## config.mk

```make
export PLATFORM = sky130hd
export DESIGN_NAME = swb_entry_ram
export DESIGN_NICKNAME = d
export VERILOG_FILES = /design/src/sv/assert_macros.svh /design/src/sv/swb_pkg.sv /design/src/sv/swb_entry_ram.sv
export SDC_FILE = /design/constraint.sdc
export NUM_CORES = 2
export LEC_CHECK = 0
export BUFFER_PORTS_ARGS = -buffer_cell sky130_fd_sc_hd__buf_2
export CORE_MARGIN = 2
export CORE_UTILIZATION = 61
export DETAILED_ROUTE_END_ITERATION = 16
export GPL_TIMING_DRIVEN = 1
export PLACE_DENSITY_LB_ADDON = 0.05
export SLEW_MARGIN = 20
export SYNTH_ARGS = -nofsm -noshare
export SYNTH_HDL_FRONTEND = slang
export SYNTH_SLANG_ARGS = --single-unit
```

## constraint.sdc

```tcl
create_clock -name clk -period 20.7 [get_ports clk]
set_clock_uncertainty 0.2 [all_clocks]
set_input_delay 3.105 -clock clk [delete_from_list [all_inputs] [get_ports clk]]
set_output_delay 3.105 -clock clk [all_outputs]
set_load 0.02 [all_outputs]
```

## src/sv/assert_macros.svh

```systemverilog
// Assertion helpers for the store write buffer. Both expect signals named clk and rst
// in the scope where they are used.
`ifndef ASSERT_MACROS_SVH
`define ASSERT_MACROS_SVH

// A property that must hold at every clock edge outside reset.
`define SWB_ASSERT(lbl, prop, msg) \
  lbl: assert property (@(posedge clk) disable iff (rst) (prop)) \
    else $error(msg);

// When the first condition holds, the second must hold in the following cycle.
`define SWB_ASSERT_NEXT(lbl, ante, cons, msg) \
  lbl: assert property (@(posedge clk) disable iff (rst) (ante) |=> (cons)) \
    else $error(msg);

`endif

```

## src/sv/swb_pkg.sv

```systemverilog
`default_nettype none
package swb_pkg;

  localparam int DEPTH_DEFAULT = 16;

  localparam logic [4:0] CAPACITY_RESET  = 5'd16;
  localparam logic [3:0] LINE_BITS_RESET = 4'd6;
  localparam logic [4:0] MAX_ISSUE       = 5'd16;

  localparam logic [1:0] OP_ADD      = 2'd0;
  localparam logic [1:0] OP_ISSUE    = 2'd1;
  localparam logic [1:0] OP_COMPLETE = 2'd2;
  localparam logic [1:0] OP_LOAD     = 2'd3;

  localparam logic [1:0] ST_OK        = 2'd0;
  localparam logic [1:0] ST_FULL      = 2'd1;
  localparam logic [1:0] ST_MQ_MATCH  = 2'd2;
  localparam logic [1:0] ST_NOT_FOUND = 2'd3;

  localparam logic REG_CAPACITY  = 1'b0;
  localparam logic REG_LINE_BITS = 1'b1;

  // One buffered store as kept in the entry memory.
  typedef struct packed {
    logic [63:0] line;
    logic [63:0] logical;
    logic [63:0] pc;
    logic        priv;
    logic [2:0]  thread;
  } swb_entry_t;

endpackage
`default_nettype wire

```

## src/sv/swb_entry_ram.sv

```systemverilog
`default_nettype none
module swb_entry_ram #(
  parameter int DEPTH = swb_pkg::DEPTH_DEFAULT,
  localparam int SW = (DEPTH > 1) ? $clog2(DEPTH) : 1
) (
  input  wire logic               clk,
  input  wire logic               we,
  input  wire logic [SW-1:0]      waddr,
  input  wire swb_pkg::swb_entry_t wdata,
  input  wire logic               re,
  input  wire logic [SW-1:0]      raddr,
  output      swb_pkg::swb_entry_t rdata
);
  import swb_pkg::*;

  swb_entry_t mem [DEPTH];

  always_ff @(posedge clk) begin
    if (we) begin
      mem[waddr] <= wdata;
    end
    if (re) begin
      rdata <= mem[raddr];
    end
  end

endmodule
`default_nettype wire

```

==> flow_metrics.py <==
metrics = {
    "place": {
        "dp_hpwl_um": 139000,
        "globalplace.congestion": 0.731,
        "dp_cells": 8032,
        "dp_slack_ns": 12.56,
        "io_buffers": 402,
    },
    "route": {
        "wl_per_cell_um": 32.8,
        "drt-initial-drc-count": 6332,
        "vias": 56800,
        "drc": 0,
        "viasPerCell": 6.57,
        "dr.pass1.iters": 5,
        "ant_nets": 0,
        "wl_um": 284000,
    },
    "synth": {
        "synthTopCellsByArea": "edfxtp_1, mux4_2, a22oi_1, mux2_2, nand2_1",
        "yosys.area.top_type": "edfxtp_1",
        "yosysUniqueCellTypes": 26,
        "ys_ff_latch": 3332,
        "synthAdderAreaFrac": 0,
        "yosysWarnings": 0,
        "syn-instance-count": 5116,
        "yosys.area_share.simple": 0.00859,
        "synth_mux_area_frac": 0.145,
        "synth_top_family_by_area": "multiplexers",
        "yosys.area_share.xor_xnor": 0,
        "synth_top_area_frac": 0.810,
        "ys_seq_area_frac": 0.810,
        "synth-compound-area-share": 0.0254,
        "syn_area_um2": 124000,
        "avgSynthCellArea_um2": 24.2,
        "syn-num-nets": 5323,
    },
    "timing": {
        "tns_ns": 0,
        "hold_viol": 0,
        "rsz0062_at_grt": "no",
        "fin_crit_sh": 0.344,
        "max_slew.worst_pin.slew_ns": 1.16,
        "drv_slew": 0,
        "max_slew_margin": 0.224,
        "layout_setup_ws_ns": 13.58,
        "layout_min_cycle_time_ns": 7.12,
        "holdWs_ns": 0.530,
        "setup_viol": 0,
        "fmax_mhz": 141,
    },
    "grt": {
        "grt_pass1_wl_um": 407000,
        "met3_usage": 0.0526,
        "antenna_found_initial": 78,
        "grtUsageMet1": 0.390,
        "grt-busiest-layer": "met2",
        "grtUsageMet2": 0.448,
        "groute.usage.overall": 0.279,
        "grt_max_degree": 154,
        "grt-ovfl-total": 0,
        "grt_pass1_vias": 57600,
    },
    "clocking": {
        "cts_resized": 0,
        "cts_hold_buf": 0,
        "cts.sinks": 3332,
        "cts_tree": "built",
        "htree_levels": 5,
        "clockRootBuffer": "clkbuf_16",
        "post_cts_buffers": 0,
        "numCtsBuffers": 339,
        "clock_latency_ns": 0.95,
        "cts_buffer_depth": 4,
        "path_clk_slew_ns": 0.06,
    },
    "floorplanning": {
        "die_w_um": 454,
        "core-area_um2": 202000,
        "initial_core_util": 0.613,
        "die_y_um": 454,
        "ios": 403,
        "num_rows": 165,
        "dieArea_um2": 206000,
    },
    "pwr": {
        "total_power_uw": 14000,
        "power_density_nw_per_um2": 101,
        "ir_drop_mv": 0.0886,
        "p_leak_uw": 0.0443,
    },
    "critical_path": {
        "crit_required_ns": 21.17,
        "start_kind": "input pin",
        "worst_path_largest_cell_delay_ns": 0.86,
        "cp.arrival_ns": 7.59,
        "cp_top_family": "buffers and inverters",
        "worst_path_max_delay_cell": "buf_4",
        "crit_type": "in2reg",
        "worstSetupEndpointType": "flop",
        "path_max_fanout": 66,
        "critPathBufInv": 5,
        "cp_common_cell": "buf_4",
        "cp_cell_sequence": "buf_8 > buf_4 > buf_4 > buf_4 > buf_4 > mux4_2 > a22oi_1 > nand2_1",
    },
    "final_layout": {
        "layout.cells.non_filler": 8655,
        "drive_above_1_share": 0.299,
        "final_nets": 5908,
        "area_growth_pct": 12.5,
        "fillers": 12200,
    },
    "min_path": {
        "hp-class": "reg2reg",
    },
    "outcome": {
        "run_status": "finished clean",
    },
    "run": {
        "maxCapViolations": 0,
    },
}
==> kinds of logic after synthesis <==
logic type,count (synthesis)
flip-flops,3332
multiplexers,860
AO/OA/AOI/OAI,416
buffers and inverters,273
AND/OR/NAND/NOR,235
==> cell usage after synthesis (all sizes together) <==
cell type and instances:
buf 169, nor3 4, and2 3, o21ai 24
mux2i 35, mux2 91, or2 1, a22oi 333
nor2 15, a221oi 17, nand2 148, nand3 1
o221ai 33, mux4 734, clkbuf 104, nor2b 39
nand3b 2, edfxtp 3332, or3b 1, nand2b 21
o22a 9
==> metrics by stage <==
| stage | cell area (um2) | utilization |
|---|---|---|
| after floorplan | 124000 | - |
| after global placement | 129000 | 0.638 |
| after detailed placement | 129000 | 0.638 |
| after CTS | 139000 | 0.689 |
| after global routing | 139000 | 0.689 |
| final | 139000 | 0.689 |
==> where the power goes <==
group	leakage, uW	switching [uW]	internal (uW)	total (uW)
combinational	0.00909	422	253	676
clock	0.00496	2400	3270	5680
sequential	0.0303	48.6	7600	7650
total	0.0443	2880	11100	14000
==> cell type report <==
type,count,area [um2],share of cell area
flip-flops and latches,3332,100000,0.720
multi-input cells,1511,22300,0.160
clock buffers,425,8980,0.0646
well taps,2672,3340,0.0241
repair buffers,517,3060,0.0220
clock inverters,163,1180,0.00846
diodes,35,87.6,0.000630
==> worst min-delay path: cells and delay by family, from the launching register on <==
kind	cells	cell delay [ns]
muxes	1	0.22
AOI/OAI and AO/OA	1	0.06
DFF	1	0.31
and+or+nand+nor	1	0.06
==> state kept, by name (all words and copies together) (netlist names) <==
register,count
mem,3136
rdata,196
==> cells in the final DEF (no fill, tap or decap), types with 20 or more instances in the layout <==
cell type / count
nor2b_1: 34
mux4_2: 734
clkbuf_16: 347
clkinv_1: 96
mux2i_1: 35
mux2_2: 87
diode_2: 35
nand2b_1: 20
a22oi_1: 333
o221ai_1: 33
o21ai_0: 21
buf_2: 397
clkinv_2: 40
nand2_1: 148
edfxtp_1: 3332
buf_4: 105
clkbuf_1: 78
==> per-layer routing <==
| layer | vias to the layer above | part of all wire |
|---|---|---|
| met2 | 2366 | 0.50 |
| met3 | 509 | 0.077 |
| met5 | - | 0.0010 |
| li1 | 23200 | - |
| met1 | 30700 | 0.39 |
| met4 | 46 | 0.033 |
==> final timing paths <==
| kind | startpoint | endpoint | slack (ns) | depth (start not counted) |
|---|---|---|---|---|
| worst max-delay path | raddr[1] | rdata[139] | 13.58 | 8 |
| worst min-delay path | mem[14][83] | rdata[83] | 0.53 | 3 |
| worst max register to register | mem[2][59] | rdata[59] | 18.89 | 3 |
| worst min register to register | mem[14][83] | rdata[83] | 0.53 | 3 |
Note: power is estimated with default switching activity, not from simulation.
